`src/hw/rtl/oscillator_trim_calibrator_defines.svh`:
```
// Assertion macros shared by the trim calibrator RTL.
// Expects aclk and aresetn in scope at the point of use.
`ifndef OSCILLATOR_TRIM_CALIBRATOR_DEFINES_SVH
`define OSCILLATOR_TRIM_CALIBRATOR_DEFINES_SVH

// Same-cycle implication, checked out of reset.
`define OTC_ASSERT_IMM(lbl, ante, cons, msg) \
    lbl: assert property (@(posedge aclk) disable iff (!aresetn) (ante) |-> (cons)) \
        else $error(msg);

// Next-cycle implication, checked out of reset.
`define OTC_ASSERT_NEXT(lbl, ante, cons, msg) \
    lbl: assert property (@(posedge aclk) disable iff (!aresetn) (ante) |=> (cons)) \
        else $error(msg);

`endif

```
`src/hw/rtl/otc_pkg.sv`:
```
// Shared types, codes and constants of the oscillator trim calibrator.
// No dependencies.
package otc_pkg;

    localparam int SweepOffsetDefault = 8;
    localparam int TrimMin  = 5;
    localparam int TrimMax  = 505;
    localparam int TrimSafe = 256;
    localparam int ByteMin  = TrimMin / 2;
    localparam int ByteMax  = TrimMax / 2;

    typedef struct packed {
        logic        func;
        logic [25:0] measured_freq;
    } otc_in_t;

    typedef struct packed {
        logic [8:0]  next_trim;
        logic [2:0]  phase;
        logic        done_res;
        logic        trim_error;
        logic [29:0] measured_bus_freq;
    } otc_out_t;

    typedef enum logic [1:0] {
        CFG_TARGET = 2'd0,
        CFG_FACTOR = 2'd1,
        CFG_NINE   = 2'd2
    } otc_cfg_t;

    typedef enum logic [2:0] {
        PH_IDLE   = 3'd0,
        PH_SEARCH = 3'd1,
        PH_DOWN   = 3'd2,
        PH_UP     = 3'd3,
        PH_FINAL  = 3'd4
    } otc_phase_t;

    // Multiply-accumulate passes of the line fit, in issue order.
    typedef enum logic [3:0] {
        FOP_N_SXY,
        FOP_SX_SY,
        FOP_N_SXX,
        FOP_SX_SX,
        FOP_N_T,
        FOP_SY,
        FOP_DY_BD,
        FOP_BN_SX,
        FOP_BN_N,
        FOP_P_LO,
        FOP_Q5,
        FOP_P_HI,
        FOP_Q505
    } otc_fop_t;

    typedef enum logic [3:0] {
        ST_IN,
        ST_TDIV_GO,
        ST_TDIV_WAIT,
        ST_EXEC,
        ST_PICK,
        ST_FIT_GO,
        ST_FIT_WAIT,
        ST_NORM,
        ST_FIN,
        ST_FDIV_GO,
        ST_FDIV_WAIT,
        ST_OUT
    } otc_state_t;

    typedef struct packed {
        logic     cap;
        logic     t_start;
        logic     t_store;
        logic     exec;
        logic     pick;
        logic     mul_start;
        logic     mul_finish;
        otc_fop_t fop;
        logic     norm;
        logic     f_start;
        logic     fin_bad;
        logic     fin_div;
        logic     out_load;
    } otc_cmd_t;

    typedef struct packed {
        logic exec_pick;
        logic pick_found;
        logic pick_exhausted;
        logic mul_busy;
        logic div_busy;
        logic bad;
    } otc_stat_t;

endpackage

```
`src/hw/rtl/oscillator_trim_calibrator.sv`:
```
// Top level of the oscillator trim calibrator: configuration registers and
// the sequencer/datapath pair. Depends on otc_pkg, otc_ctrl and otc_dp.
//
// Usage: a word on the s_ channel with func 0 starts a calibration run; a word
// with func 1 carries one frequency measurement taken at the trim that the
// previous result asked for. Every accepted word yields exactly one result word
// on the m_ channel, naming the next trim, the run phase, and on the final
// measurement the done flag and the scaled bus frequency.
// Each measurement or start word runs the 32-step serial divide of the target
// frequency by the bus factor before its result is formed. Words that move
// the sweep to a new trim also examine the candidate trims one at a time. The
// word that ends the sweep also runs the line fit: thirteen shift-add passes,
// each running over the set bits' span of its narrow operand, then a 9-step
// divide unless the fit proves bad. One word is in work at a time.
// The result sits in an output register; a new word is accepted while it
// waits, and the block only holds off if a second result is ready before the
// first is taken. Reset (aresetn low, synchronous) returns the block to idle,
// trim 256, with the bus factor and the 9-bit trim mode set to 1.
// Configuration is written through cfg_we, cfg_index and cfg_wdata.
module oscillator_trim_calibrator import otc_pkg::*; #(
    parameter int SWEEP_OFFSET = SweepOffsetDefault
) (
    input  logic        aclk,
    input  logic        aresetn,
    input  logic        cfg_we,
    input  logic [1:0]  cfg_index,
    input  logic [31:0] cfg_wdata,
    input  logic        s_valid,
    output logic        s_ready,
    input  otc_in_t     s_data,
    output logic        m_valid,
    input  logic        m_ready,
    output otc_out_t    m_data
);

    // Configuration registers; the user must write them only between words (unenforced).
    logic [31:0] target_reg;
    logic [4:0]  factor_reg;
    logic        nine_reg;

    otc_cmd_t  cmd;
    otc_stat_t st;

    always_ff @(posedge aclk) begin
        if (!aresetn) begin
            target_reg <= '0;
            factor_reg <= 5'd1;
            nine_reg   <= 1'b1;
        end else if (cfg_we) begin
            unique case (cfg_index)
                CFG_TARGET: target_reg <= cfg_wdata;
                CFG_FACTOR: factor_reg <= cfg_wdata[4:0];
                CFG_NINE:   nine_reg   <= cfg_wdata[0];
                default: ;
            endcase
        end
    end

    // The sequencer owns both handshakes and steps the datapath.
    otc_ctrl u_ctrl (
        .aclk    (aclk),
        .aresetn (aresetn),
        .s_valid (s_valid),
        .s_ready (s_ready),
        .m_valid (m_valid),
        .m_ready (m_ready),
        .st      (st),
        .cmd     (cmd)
    );

    // The datapath holds the run state, the sums and the arithmetic units.
    otc_dp #(
        .SWEEP_OFFSET (SWEEP_OFFSET)
    ) u_dp (
        .aclk            (aclk),
        .aresetn         (aresetn),
        .target_bus_freq (target_reg),
        .bus_factor      (factor_reg),
        .nine_bit_trim   (nine_reg),
        .s_word          (s_data),
        .cmd             (cmd),
        .st              (st),
        .out_word        (m_data)
    );

endmodule

```
`src/hw/rtl/otc_dp.sv`:
```
// Datapath of the trim calibrator: run state, sums, serial multiplier and divider.
// Depends on otc_pkg.
module otc_dp import otc_pkg::*; #(
    parameter int SWEEP_OFFSET = SweepOffsetDefault
) (
    input  logic        aclk,
    input  logic        aresetn,
    input  logic [31:0] target_bus_freq,
    input  logic [4:0]  bus_factor,
    input  logic        nine_bit_trim,
    input  otc_in_t     s_word,
    input  otc_cmd_t    cmd,
    output otc_stat_t   st,
    output otc_out_t    out_word
);

    // Every trim is visited at most twice per run, at most four times each.
    localparam int NMax = 8 * (2 * SWEEP_OFFSET + 1);
    localparam int NW   = $clog2(NMax + 1);
    localparam int SxW  = $clog2(NMax * TrimMax + 1);
    localparam int SxxW = $clog2(NMax * TrimMax * TrimMax + 1);
    localparam int SyW  = NW + 26;
    localparam int SxyW = SxW + 26;
    localparam int BnW  = NW + SxyW + 1;
    localparam int BdW  = NW + SxxW;
    localparam int DyW  = NW + 33;
    localparam int P1W  = DyW - 1 + BdW;
    localparam int P2W  = BnW - 1 + SxW;
    localparam int PW   = ((P1W > P2W) ? P1W : P2W) + 2;
    localparam int QW   = BnW - 1 + NW + 11;
    localparam int W    = ((PW > QW) ? PW : QW) + 1;
    localparam int MbW  = (BdW > SxW) ? BdW : SxW;

    logic              func_reg;
    logic [25:0]       meas_reg;
    logic [31:0]       t_reg;
    otc_phase_t        phase_reg;
    logic [7:0]        byte_reg;
    logic [7:0]        bit_reg;
    logic [8:0]        cur_reg;
    logic [8:0]        low_reg;
    logic [8:0]        high_reg;
    logic [1:0]        rep_reg;
    logic [NW-1:0]     n_reg;
    logic [SxW-1:0]    sx_reg;
    logic [SxxW-1:0]   sxx_reg;
    logic [SyW-1:0]    sy_reg;
    logic [SxyW-1:0]   sxy_reg;
    logic              fail_reg;
    logic [9:0]        cand_reg;
    logic              dir_up_reg;
    logic [W-1:0]      ma_reg;
    logic [MbW-1:0]    mb_reg;
    logic              mneg_reg;
    logic signed [W-1:0]   acc_reg;
    logic signed [BnW-1:0] bn_reg;
    logic [BdW-1:0]        bd_reg;
    logic signed [DyW-1:0] dy_reg;
    logic signed [W-1:0]   p_reg;
    logic signed [W-1:0]   q_reg;
    logic              bad_reg;
    logic [W-1:0]      rem_reg;
    logic [W-1:0]      den_reg;
    logic [31:0]       quo_reg;
    logic [5:0]        dcnt_reg;
    logic              done_reg;
    logic [29:0]       mbf_reg;
    otc_out_t          out_reg;

    logic [4:0]  eff;
    logic [7:0]  trial0;
    logic [7:0]  trial1;
    logic [7:0]  trial;
    logic [7:0]  bit_n;
    logic [8:0]  centre;
    logic [9:0]  hi_s;
    logic [8:0]  hi;
    logic [8:0]  lo;
    logic [2:0]  reps;
    logic [2:0]  rep_n;
    logic        rep_hit;
    logic [17:0] tt;
    logic [34:0] tm;
    logic [30:0] mbf_full;
    logic        in_rng;
    logic        usable;
    logic signed [W-1:0] a_s;
    logic [W-1:0]   a_mag;
    logic [MbW-1:0] b_sel;
    logic           sub_sel;
    logic           clr_sel;
    logic           div_ge;

    assign eff      = (bus_factor == 5'd0) ? 5'd1 : bus_factor;
    assign trial0   = byte_reg | bit_reg;
    assign trial1   = (32'(meas_reg) < t_reg) ? (trial0 & ~bit_reg) : trial0;
    assign trial    = (trial1 > 8'(ByteMax)) ? 8'(ByteMax) :
                      (trial1 < 8'(ByteMin)) ? 8'(ByteMin) : trial1;
    assign bit_n    = bit_reg >> 1;
    assign centre   = {trial, 1'b0};
    assign hi_s     = 10'(centre) + 10'(SWEEP_OFFSET);
    assign hi       = (hi_s > 10'(TrimMax)) ? 9'(TrimMax) : hi_s[8:0];
    assign lo       = (centre < 9'(SWEEP_OFFSET + TrimMin)) ? 9'(TrimMin)
                                                            : centre - 9'(SWEEP_OFFSET);
    assign reps     = nine_bit_trim ? 3'd2 : 3'd4;
    assign rep_n    = 3'(rep_reg) + 3'd1;
    assign rep_hit  = rep_n >= reps;
    assign tt       = 18'(cur_reg) * 18'(cur_reg);
    assign tm       = 35'(cur_reg) * 35'(meas_reg);
    assign mbf_full = 31'(meas_reg) * 31'(eff);
    assign in_rng   = (cand_reg >= 10'(low_reg)) && (cand_reg <= 10'(high_reg));
    assign usable   = nine_bit_trim || !cand_reg[0];
    assign div_ge   = rem_reg >= den_reg;

    // Operand selection for one multiply-accumulate pass.
    always_comb begin
        a_s     = '0;
        b_sel   = '0;
        sub_sel = 1'b0;
        clr_sel = 1'b0;
        unique case (cmd.fop)
            FOP_N_SXY: begin
                a_s = signed'(W'(sxy_reg)); b_sel = MbW'(n_reg); clr_sel = 1'b1;
            end
            FOP_SX_SY: begin
                a_s = signed'(W'(sy_reg)); b_sel = MbW'(sx_reg); sub_sel = 1'b1;
            end
            FOP_N_SXX: begin
                a_s = signed'(W'(sxx_reg)); b_sel = MbW'(n_reg); clr_sel = 1'b1;
            end
            FOP_SX_SX: begin
                a_s = signed'(W'(sx_reg)); b_sel = MbW'(sx_reg); sub_sel = 1'b1;
            end
            FOP_N_T: begin
                a_s = signed'(W'(t_reg)); b_sel = MbW'(n_reg); clr_sel = 1'b1;
            end
            FOP_SY: begin
                a_s = signed'(W'(sy_reg)); b_sel = MbW'(1); sub_sel = 1'b1;
            end
            FOP_DY_BD: begin
                a_s = W'(dy_reg); b_sel = MbW'(bd_reg); clr_sel = 1'b1;
            end
            FOP_BN_SX: begin
                a_s = W'(bn_reg); b_sel = MbW'(sx_reg);
            end
            FOP_BN_N: begin
                a_s = W'(bn_reg); b_sel = MbW'(n_reg); clr_sel = 1'b1;
            end
            FOP_P_LO: begin
                a_s = p_reg; b_sel = MbW'(1); clr_sel = 1'b1;
            end
            FOP_Q5: begin
                a_s = q_reg; b_sel = MbW'(TrimMin); sub_sel = 1'b1;
            end
            FOP_P_HI: begin
                a_s = p_reg; b_sel = MbW'(1); clr_sel = 1'b1;
            end
            FOP_Q505: begin
                a_s = q_reg; b_sel = MbW'(TrimMax); sub_sel = 1'b1;
            end
            default: ;
        endcase
        a_mag = a_s[W-1] ? W'(-a_s) : W'(a_s);
    end

    always_ff @(posedge aclk) begin
        if (!aresetn) begin
            func_reg   <= 1'b0;
            meas_reg   <= '0;
            t_reg      <= '0;
            phase_reg  <= PH_IDLE;
            byte_reg   <= '0;
            bit_reg    <= 8'h80;
            cur_reg    <= 9'(TrimSafe);
            low_reg    <= '0;
            high_reg   <= '0;
            rep_reg    <= '0;
            n_reg      <= '0;
            sx_reg     <= '0;
            sxx_reg    <= '0;
            sy_reg     <= '0;
            sxy_reg    <= '0;
            fail_reg   <= 1'b0;
            cand_reg   <= '0;
            dir_up_reg <= 1'b0;
            ma_reg     <= '0;
            mb_reg     <= '0;
            mneg_reg   <= 1'b0;
            acc_reg    <= '0;
            bn_reg     <= '0;
            bd_reg     <= '0;
            dy_reg     <= '0;
            p_reg      <= '0;
            q_reg      <= '0;
            bad_reg    <= 1'b0;
            rem_reg    <= '0;
            den_reg    <= '0;
            quo_reg    <= '0;
            dcnt_reg   <= '0;
            done_reg   <= 1'b0;
            mbf_reg    <= '0;
            out_reg    <= '0;
        end else begin
            if (cmd.cap) begin
                func_reg <= s_word.func;
                meas_reg <= s_word.measured_freq;
            end

            // Shared restoring divider, one quotient bit per cycle.
            if (cmd.t_start) begin
                rem_reg  <= W'(target_bus_freq);
                den_reg  <= W'({eff, 31'd0});
                dcnt_reg <= 6'd32;
            end else if (cmd.f_start) begin
                rem_reg  <= {p_reg[W-2:0], 1'b0} + q_reg;
                den_reg  <= {q_reg[W-10:0], 9'd0};
                dcnt_reg <= 6'd9;
            end else if (dcnt_reg != 6'd0) begin
                if (div_ge) begin
                    rem_reg <= rem_reg - den_reg;
                end
                quo_reg  <= {quo_reg[30:0], div_ge};
                den_reg  <= den_reg >> 1;
                dcnt_reg <= dcnt_reg - 6'd1;
            end
            if (cmd.t_store) begin
                t_reg <= quo_reg;
            end

            // Shift-add multiplier accumulating straight into acc_reg.
            if (cmd.mul_start) begin
                ma_reg   <= a_mag;
                mb_reg   <= b_sel;
                mneg_reg <= a_s[W-1] ^ sub_sel;
                if (clr_sel) begin
                    acc_reg <= '0;
                end
            end else if (mb_reg != '0) begin
                if (mb_reg[0]) begin
                    acc_reg <= mneg_reg ? acc_reg - $signed(ma_reg)
                                        : acc_reg + $signed(ma_reg);
                end
                ma_reg <= ma_reg << 1;
                mb_reg <= mb_reg >> 1;
            end
            if (cmd.mul_finish) begin
                unique case (cmd.fop)
                    FOP_SX_SY: bn_reg  <= acc_reg[BnW-1:0];
                    FOP_SX_SX: bd_reg  <= acc_reg[BdW-1:0];
                    FOP_SY:    dy_reg  <= acc_reg[DyW-1:0];
                    FOP_BN_SX: p_reg   <= acc_reg;
                    FOP_BN_N:  q_reg   <= acc_reg;
                    FOP_Q5:    bad_reg <= bad_reg | acc_reg[W-1] | (acc_reg == '0);
                    FOP_Q505:  bad_reg <= bad_reg | !acc_reg[W-1];
                    default: ;
                endcase
            end
            if (cmd.norm) begin
                bad_reg <= (q_reg == '0);
                if (q_reg[W-1]) begin
                    q_reg <= -q_reg;
                    p_reg <= -p_reg;
                end
            end

            if (cmd.fin_bad) begin
                cur_reg   <= 9'(TrimSafe);
                fail_reg  <= 1'b1;
                phase_reg <= PH_FINAL;
            end
            if (cmd.fin_div) begin
                cur_reg   <= quo_reg[8:0];
                phase_reg <= PH_FINAL;
            end

            if (cmd.pick) begin
                if (in_rng) begin
                    if (usable) begin
                        cur_reg   <= cand_reg[8:0];
                        phase_reg <= dir_up_reg ? PH_UP : PH_DOWN;
                    end else begin
                        cand_reg <= dir_up_reg ? cand_reg + 10'd1 : cand_reg - 10'd1;
                    end
                end else if (!dir_up_reg) begin
                    dir_up_reg <= 1'b1;
                    cand_reg   <= 10'(low_reg);
                end
            end

            if (cmd.exec) begin
                done_reg <= 1'b0;
                mbf_reg  <= '0;
                if (!func_reg) begin
                    phase_reg <= PH_SEARCH;
                    byte_reg  <= '0;
                    bit_reg   <= 8'h80;
                    cur_reg   <= 9'(TrimSafe);
                    rep_reg   <= '0;
                    n_reg     <= '0;
                    sx_reg    <= '0;
                    sxx_reg   <= '0;
                    sy_reg    <= '0;
                    sxy_reg   <= '0;
                    fail_reg  <= 1'b0;
                end else begin
                    unique case (phase_reg)
                        PH_SEARCH: begin
                            byte_reg <= trial;
                            bit_reg  <= bit_n;
                            if (bit_n != 8'd0) begin
                                cur_reg <= {trial | bit_n, 1'b0};
                            end else begin
                                low_reg    <= lo;
                                high_reg   <= hi;
                                rep_reg    <= '0;
                                cand_reg   <= 10'(hi);
                                dir_up_reg <= 1'b0;
                            end
                        end
                        PH_DOWN, PH_UP: begin
                            sx_reg  <= sx_reg + SxW'(cur_reg);
                            sxx_reg <= sxx_reg + SxxW'(tt);
                            sy_reg  <= sy_reg + SyW'(meas_reg);
                            sxy_reg <= sxy_reg + SxyW'(tm);
                            n_reg   <= n_reg + NW'(1);
                            if (rep_hit) begin
                                rep_reg    <= '0;
                                cand_reg   <= (phase_reg == PH_DOWN) ? 10'(cur_reg) - 10'd1
                                                                     : 10'(cur_reg) + 10'd1;
                                dir_up_reg <= (phase_reg == PH_UP);
                            end else begin
                                rep_reg <= rep_n[1:0];
                            end
                        end
                        PH_FINAL: begin
                            mbf_reg   <= (mbf_full > 31'h3FFF_FFFF) ? 30'h3FFF_FFFF
                                                                   : mbf_full[29:0];
                            done_reg  <= 1'b1;
                            phase_reg <= PH_IDLE;
                        end
                        PH_IDLE: ;
                        default: ;
                    endcase
                end
            end

            if (cmd.out_load) begin
                out_reg.next_trim         <= cur_reg;
                out_reg.phase             <= phase_reg;
                out_reg.done_res          <= done_reg;
                out_reg.trim_error        <= fail_reg;
                out_reg.measured_bus_freq <= mbf_reg;
            end
        end
    end

    assign st.exec_pick = func_reg &&
                          (((phase_reg == PH_SEARCH) && (bit_n == 8'd0)) ||
                           (((phase_reg == PH_DOWN) || (phase_reg == PH_UP)) && rep_hit));
    assign st.pick_found     = in_rng && usable;
    assign st.pick_exhausted = !in_rng && dir_up_reg;
    assign st.mul_busy       = (mb_reg != '0);
    assign st.div_busy       = (dcnt_reg != 6'd0);
    assign st.bad            = bad_reg;
    assign out_word          = out_reg;

endmodule

```
`src/hw/rtl/otc_ctrl.sv`:
```
// Sequencer of the trim calibrator: handshakes and datapath command issue.
// Depends on otc_pkg and oscillator_trim_calibrator_defines.svh.
`include "oscillator_trim_calibrator_defines.svh"

module otc_ctrl import otc_pkg::*; (
    input  logic      aclk,
    input  logic      aresetn,
    input  logic      s_valid,
    output logic      s_ready,
    output logic      m_valid,
    input  logic      m_ready,
    input  otc_stat_t st,
    output otc_cmd_t  cmd
);

    otc_state_t state_reg, state_next;
    otc_fop_t   op_reg, op_next;
    logic       m_valid_reg, m_valid_next;

    always_ff @(posedge aclk) begin
        if (!aresetn) begin
            state_reg   <= ST_IN;
            op_reg      <= FOP_N_SXY;
            m_valid_reg <= 1'b0;
        end else begin
            state_reg   <= state_next;
            op_reg      <= op_next;
            m_valid_reg <= m_valid_next;
        end
    end

    always_comb begin
        state_next   = state_reg;
        op_next      = op_reg;
        m_valid_next = m_valid_reg && !m_ready;
        cmd          = '0;
        cmd.fop      = op_reg;
        s_ready      = 1'b0;
        unique case (state_reg)
            ST_IN: begin
                s_ready = 1'b1;
                if (s_valid) begin
                    cmd.cap    = 1'b1;
                    state_next = ST_TDIV_GO;
                end
            end
            ST_TDIV_GO: begin
                cmd.t_start = 1'b1;
                state_next  = ST_TDIV_WAIT;
            end
            ST_TDIV_WAIT: begin
                if (!st.div_busy) begin
                    cmd.t_store = 1'b1;
                    state_next  = ST_EXEC;
                end
            end
            ST_EXEC: begin
                cmd.exec   = 1'b1;
                state_next = st.exec_pick ? ST_PICK : ST_OUT;
            end
            ST_PICK: begin
                cmd.pick = 1'b1;
                if (st.pick_found) begin
                    state_next = ST_OUT;
                end else if (st.pick_exhausted) begin
                    op_next    = FOP_N_SXY;
                    state_next = ST_FIT_GO;
                end
            end
            ST_FIT_GO: begin
                cmd.mul_start = 1'b1;
                state_next    = ST_FIT_WAIT;
            end
            ST_FIT_WAIT: begin
                if (!st.mul_busy) begin
                    cmd.mul_finish = 1'b1;
                    state_next     = ST_FIT_GO;
                    unique case (op_reg)
                        FOP_N_SXY: op_next = FOP_SX_SY;
                        FOP_SX_SY: op_next = FOP_N_SXX;
                        FOP_N_SXX: op_next = FOP_SX_SX;
                        FOP_SX_SX: op_next = FOP_N_T;
                        FOP_N_T:   op_next = FOP_SY;
                        FOP_SY:    op_next = FOP_DY_BD;
                        FOP_DY_BD: op_next = FOP_BN_SX;
                        FOP_BN_SX: op_next = FOP_BN_N;
                        FOP_BN_N:  state_next = ST_NORM;
                        FOP_P_LO:  op_next = FOP_Q5;
                        FOP_Q5:    op_next = FOP_P_HI;
                        FOP_P_HI:  op_next = FOP_Q505;
                        FOP_Q505:  state_next = ST_FIN;
                        default:   state_next = ST_FIN;
                    endcase
                end
            end
            ST_NORM: begin
                cmd.norm   = 1'b1;
                op_next    = FOP_P_LO;
                state_next = ST_FIT_GO;
            end
            ST_FIN: begin
                if (st.bad) begin
                    cmd.fin_bad = 1'b1;
                    state_next  = ST_OUT;
                end else begin
                    state_next = ST_FDIV_GO;
                end
            end
            ST_FDIV_GO: begin
                cmd.f_start = 1'b1;
                state_next  = ST_FDIV_WAIT;
            end
            ST_FDIV_WAIT: begin
                if (!st.div_busy) begin
                    cmd.fin_div = 1'b1;
                    state_next  = ST_OUT;
                end
            end
            ST_OUT: begin
                if (!m_valid_reg || m_ready) begin
                    cmd.out_load = 1'b1;
                    m_valid_next = 1'b1;
                    state_next   = ST_IN;
                end
            end
            default: state_next = ST_IN;
        endcase
    end

    assign m_valid = m_valid_reg;

    `OTC_ASSERT_IMM(a_idle_units, s_ready, !st.mul_busy && !st.div_busy, "unit busy while taking a word")
    `OTC_ASSERT_IMM(a_out_free, cmd.out_load, !m_valid_reg || m_ready, "result register overwritten")
    `OTC_ASSERT_NEXT(a_div_runs, state_reg == ST_TDIV_GO, st.div_busy, "target divide did not start")

endmodule
```
`config.mk`:
```
export PLATFORM = sky130hd
export DESIGN_NAME = oscillator_trim_calibrator
export DESIGN_NICKNAME = d
export VERILOG_FILES = /design/src/hw/rtl/otc_pkg.sv /design/src/hw/rtl/oscillator_trim_calibrator.sv /design/src/hw/rtl/otc_dp.sv /design/src/hw/rtl/otc_ctrl.sv
export VERILOG_INCLUDE_DIRS = /design/src /design/src/hw/rtl
export SDC_FILE = /design/constraint.sdc
export NUM_CORES = 2
export LEC_CHECK = 0
export BUFFER_PORTS_ARGS = -buffer_cell sky130_fd_sc_hd__buf_2
export CORE_MARGIN = 2
export CORE_UTILIZATION = 53
export CTS_BUF_LIST = sky130_fd_sc_hd__clkbuf_4 sky130_fd_sc_hd__clkbuf_8 sky130_fd_sc_hd__clkbuf_16
export CTS_CLUSTER_DIAMETER = 150
export DETAILED_ROUTE_END_ITERATION = 8
export PLACE_DENSITY_LB_ADDON = 0.3
export REMOVE_ABC_BUFFERS = 1
export SLEW_MARGIN = 15
export SYNTH_ARGS = -nofsm -noshare
export SYNTH_HDL_FRONTEND = slang
export SYNTH_SLANG_ARGS = --single-unit
```
`constraint.sdc`:
```
create_clock -name aclk -period 6.7 [get_ports aclk]
set_input_delay 0.335 -clock aclk [delete_from_list [all_inputs] [get_ports aclk]]
set_output_delay 0.335 -clock aclk [all_outputs]
set_load 0.02 [all_outputs]
```
Word-level counts from Yosys, hierarchy flattened
Index checks and enable logic that the tools add are counted.
{"block": "op_classes", "addsub": 20, "n_mul": 3, "order_cmp": 10, "eq_ne": 43, "muxes": 140, "n_bitwise": 12, "n_reduce_logical": 65}
{"operator": "2-to-1 mux 77 bit", "count": 21}
{"operator": "case mux 77 bit (9 select lines)", "count": 1}
{"operator": "negator 77 bit", "count": 3}
{"operator": "case mux 34 bit (6 select lines)", "count": 1}
{"operator": "adder 77 bit", "count": 2}
{"operator": "logical NOT 77 bit", "count": 2}
{"operator": "subtractor 77 bit", "count": 2}
{"operator": "2-to-1 mux 34 bit", "count": 4}
{"operator": "2-to-1 mux 10 bit", "count": 10}
{"operator": "2-to-1 mux 9 bit", "count": 11}
{"operator": "2-to-1 mux 30 bit", "count": 3}
{"operator": "2-to-1 mux 43 bit", "count": 2}
{"operator": ">= comparator 77 bit", "count": 1}
{"operator": "2-to-1 mux 8 bit", "count": 9}
{"operator": "2-to-1 mux 26 bit", "count": 2}
{"operator": "case mux 4 bit (12 select lines)", "count": 1}
{"operator": "2-to-1 mux 4 bit", "count": 11}
{"operator": "case mux 4 bit (11 select lines)", "count": 1}
{"operator": "adder 43 x 35 -> 43 bit", "count": 1}
{"operator": "equality test 4 bit, second input constant", "count": 9}
{"operator": "2-to-1 mux 1 bit", "count": 36}
{"operator": "2-to-1 mux 36 bit", "count": 1}
{"operator": "multiplier 9 x 26 -> 35 bit", "count": 1}
{"operator": "adder 34 x 26 -> 34 bit", "count": 1}
{"operator": "75 further kinds", "count": 157}
{"block": "word_totals", "ff_bits": 1032, "input_bits": 66, "out_inout_bits": 46}

Depth between registers and ports, before layout
{"block": "logic_depth", "word_depth": 13, "ltp_mapped": 25}

Cells and area by module
A second synthesis with hierarchy kept.
{"block": "hier_totals", "cells_unflattened": 10654, "area_unflattened_um2": 81550.7}
{"module": "otc_dp", "instances": 1, "cells_each": 10376, "area_each_um2": 79125.9}
{"module": "oscillator_trim_calibrator", "instances": 1, "cells_each": 162, "area_each_um2": 1551.5}
{"module": "otc_ctrl", "instances": 1, "cells_each": 116, "area_each_um2": 873.3}

Worst setup path after synthesis
OpenSTA, ideal clock, no wires.
{"block": "synth_path", "path_type": "register to register", "start": "reg u_dp.cur_reg[1]", "end": "reg u_dp.sxy_reg[39]", "arrival_ps": 6427, "path_slack_ps": 148, "path_stages_with_launch": 22, "n_path_buf": 2, "path_cell_list": "dfxtp_1 clkbuf_1 clkbuf_1 nand2_1 fa_1 inv_1 fa_1 fa_1 fa_1 fa_1 ha_1 or4_1 nor3_1 a2bb2oi_1 a221oi_1 o31a_1 o2111a_1 nor3_1 a41o_1 o41ai_1 nor3b_1 mux2i_1"}
{"block": "synth_between", "elab_chain_len": 4}
{"element": "from (decl)", "line": "otc_dp.sv:40", "rtl": "logic [8:0] cur_reg;"}
{"element": "from (signal assigned)", "line": "otc_dp.sv:174", "rtl": "cur_reg <= 9'(TrimSafe);"}
{"element": "from (signal assigned)", "line": "otc_dp.sv:267", "rtl": "cur_reg <= 9'(TrimSafe);"}
{"element": "from (signal assigned)", "line": "otc_dp.sv:272", "rtl": "cur_reg <= quo_reg[8:0];"}
{"element": "multiplier 9 x 26 -> 35 bit", "line": "otc_dp.sv:109", "rtl": "assign tm = 35'(cur_reg) * 35'(meas_reg);"}
{"element": "adder 43 x 35 -> 43 bit", "line": "otc_dp.sv:324", "rtl": "sxy_reg <= sxy_reg + SxyW'(tm);"}
{"element": "2-to-1 mux 43 bit", "line": "otc_dp.sv:306", "rtl": "unique case (phase_reg)"}
{"element": "2-to-1 mux 43 bit", "line": "otc_dp.sv:293", "rtl": "if (!func_reg) begin"}
{"element": "to (signal assigned)", "line": "otc_dp.sv:324"}
{"element": "to (decl)", "line": "otc_dp.sv:48", "rtl": "logic [SxyW-1:0] sxy_reg;"}
No other way between the ends. The select of a mux whose other input is x is not followed.
A chain may end at the register's enable or synchronous reset.

Final worst setup path
{"block": "layout_path", "start": "reg u_dp.cur_reg[7]", "end": "reg u_dp.sxy_reg[39]"}
Same word-level chain as after synthesis.

==> metrics.txt <==
post-DR vias/cell 6.472; first-pass GRT wire length 479700 um; PD cells 336.3 nW/um^2; drt total wl 320300 um; Cell Area, Synth 81690 um^2; total chip power 0.03026 W; # nets final 11560; post-synth top area cell dfxtp_1; FP Rows 144; I/O Pins 112; Clk Tree Root Cell clkbuf_16; CP Class reg -> reg; initial detailed-routing violation count 11170; crit end category flop; initial antenna violation count 17; Avg Inst Size Synth 7.607 um^2; Final Hold Viols 0; max_slew headroom 9.396%; number of flops mapped to enable cells by yosys 0; Post-route DRC 1; GRT Resource Usage Total 39.29%; GRT overflow 0; Final min period 6.573 ns; vias 83130; status finished with violations; H-tree Lvls 3; clk_lat worst skew 0.80 ns; Syn Inst Count 10740; Hold Path End u_dp.meas_reg[22]$_SDFFE_PN0P_; Area growth syn-to-layout 10.17%; pin count of the biggest net entering global routing 177; Initial Util 53.22%; crit path max fanout 21; Worst EP required 7.41 ns; Bufs on Longest Clock Path 3; count leader, synth nand2_1; Hold Crit Start s_valid; Core Footprint 153500 um^2; Final period util 98.11%; Max-cap violations 0; Max Clock Freq 152.1 MHz; synth warn 0; startpoint types flop; CTS buffer count 120; #FFs+latches synth 1032; die span in y 396.6 um; clock transition at the registers of the reported paths 0.06 ns; number of iterations in the first detailed-routing pass 9; Clock Skew 0.05479 ns; Power Internal 0.01665 W; detailed placement HPWL 238900 um; Die Area 157300 um^2; ratio of cells with drive above 1 in the final layout 8.113%; share of the synthesized area in the top cell type 25.29%; top_reg_cell synth dfxtp_1; worst r2r src u_dp.cur_reg[7]$_SDFF_PN0_; Chip Width 396.6 um; library cells used by synthesis 106; hold crit path type in -> reg; TritonCTS clock tree yes; cell leakage power 38.31 nW; Switching Share 44.99%; Seq/Total Area, Yosys 25.29%; Worst Tran Pin Value 1.345 ns; Hold Crit Depth 5; count of final setup violators 0; FFs w/ async S/R, synth 0%; clock network power share 23.5%; Comb power frac 53.6%; RePlAce Congestion 1.019; power share of the sequential group 22.8%; vias in the first global route 77030; Routed WL per cell 24.93 um; critical path arrival 7.29 ns; ANT nets after route 0; main area contributors after synthesis dfxtp_1 25%, fa_1 8.0%, ha_1 7.4%; failing checks design-rule violations; reg-to-reg slack, setup 0.13 ns; Commonest cells post-synth 1555 x nand2_1, 1170 x a21oi_1, 1032 x dfxtp_1; FF-to-FF End u_dp.sxy_reg[39]$_SDFFE_PN0P_; Max Slew Vio Count 0; sw power 0.01361 W; CTS Sinks 1032; maximum vdd drop 1.095 mV; post-layout util 58.63%; I/O Buffers 111; setup_tns 0 ns; RSZ-0062 raised after global routing true; R2R cell count 22
==> cell families after synthesis <==
| logic type | count (synthesis) | share of synthesized area [%] |
|---|---|---|
| buf+inv | 1286 | 6.076 |
| simple gates | 3872 | 21.91 |
| flops | 1032 | 25.29 |
| mux | 181 | 2.279 |
| compound gates | 3067 | 23.78 |
| xor+xnor | 493 | 5.285 |
| fa+ha+maj | 809 | 15.39 |
==> per-stage QoR <==
stage | std cells | hold slack (ns) | setup WS, ns | instance area, um^2
after floorplan | 10060 | 0.3969 | -7.243 | 79010
after CTS | 12830 | 0.1160 | 0.06393 | 89870
after global placement | 12540 | 0.4347 | -0.1576 | 84980
after global routing | 12830 | 0.1877 | -0.04211 | 89960
final | 12850 | 0.1592 | 0.1269 | 90000
after detailed placement | 12540 | 0.4422 | -0.2284 | 84980
==> worst max path at each step <==
stage	startpoint	to	slack, ns	depth (start not counted)
6_report	u_dp.cur_reg[7]$_SDFF_PN0_	u_dp.sxy_reg[39]$_SDFFE_PN0P_	0.13	22
5_1_grt	u_dp.cur_reg[7]$_SDFF_PN0_	u_dp.sxy_reg[37]$_SDFFE_PN0P_	-0.04	22
4_1_cts	u_dp.meas_reg[7]$_SDFFE_PN0P_	u_dp.sxy_reg[42]$_SDFFE_PN0P_	0.06	21
3_5_place_dp	u_dp.meas_reg[7]$_SDFFE_PN0P_	u_dp.sxy_reg[39]$_SDFFE_PN0P_	-0.23	21
3_3_place_gp	u_dp.meas_reg[4]$_SDFFE_PN0P_	u_dp.sxy_reg[41]$_SDFFE_PN0P_	-0.16	21
2_1_floorplan	u_dp.mb_reg[17]$_SDFFE_PN0P_	u_dp.p_reg[18]$_SDFF_PN0_	-7.24	9
==> critical path, stage by stage (launching register included) <==
cell and delay [ns]:
dfxtp_2 0.36, buf_12 0.17, nand2_1 0.09, fa_1 0.50, inv_1 0.06, fa_1 0.50
fa_1 0.51, fa_1 0.60, fa_1 0.43, ha_1 0.31, inv_1 0.06, o21ai_0 0.23
o211a_1 0.22, a2bb2oi_2 0.34, a221oi_2 0.12, buf_4 0.16, o31a_1 0.28, o2111a_1 0.26
nor3_2 0.34, a41o_1 0.31, o41ai_4 0.12, nor3b_1 0.26, mux2i_1 0.21
==> final cells by class <==
| class | instances | area [um^2] |
|---|---|---|
| inverter | 608 | 2290 |
| sequential | 1032 | 20680 |
| fill | 14230 | 63510 |
| timing repair buffer | 498 | 3795 |
| tap | 2044 | 2557 |
| clock inverter | 77 | 888.4 |
| multi-input combinational | 8422 | 56420 |
| clock buffer | 148 | 3324 |
| antenna | 16 | 40.04 |
==> per-layer routing <==
metal / track usage (%) / part of all wire [%] / up-vias
met2: 57.95 / 42 / 4632
met5: 0 / 0.019 / -
met3: 9.587 / 12 / 847
met1: 54.69 / 41 / 40030
met4: 16.13 / 5.0 / 10
li1: - / - / 37610
==> power by group through the flow <==
stage,combinational [W],clock (W),sequential [W]
after floorplan,0.0105,0,0.00701
after global placement,0.0157,0,0.00701
after detailed placement,0.0158,0,0.00702
final,0.0162,0.00713,0.00691
after CTS,0.0160,0.00716,0.00689
after global routing,0.0177,0.00740,0.00694
==> what timing repair did <==
| item | 4_1_cts | 5_1_grt |
|---|---|---|
| endpoints found under the setup margin | 4 | 9 |
| pin swaps | 0 | 2 |
| hold buffers | 65 | 0 |
| hold endpoints to repair | 67 | 0 |
| gates resized for setup | 4 | 14 |
| buffers inserted | 0 | 1 |
==> placed cells by master (no fill, tap or decap), types with 42 or more instances in the layout <==
cell type      instances
nand2_1             1548
a21oi_1             1169
dfxtp_1             1019
nor2_1               956
inv_1                604
o21ai_0              523
ha_1                 483
fa_1                 326
xnor2_1              320
buf_4                307
and2_1               251
a21o_1               225
nor3_1               222
a22oi_1              197
xor2_1               171
nand3_1              169
a211oi_1             141
mux2i_1              141
clkbuf_16            121
buf_2                110
nand4_1              108
or3_1                 90
o211ai_1              86
nor2b_1               83
o21bai_1              74
a31oi_1               72
nor4_1                69
a221oi_1              69
dlygate4sd3_1         65
nand2b_1              63
and3_1                60
o21a_1                45
o31ai_1               42
Power figures use the tool's default switching activity.
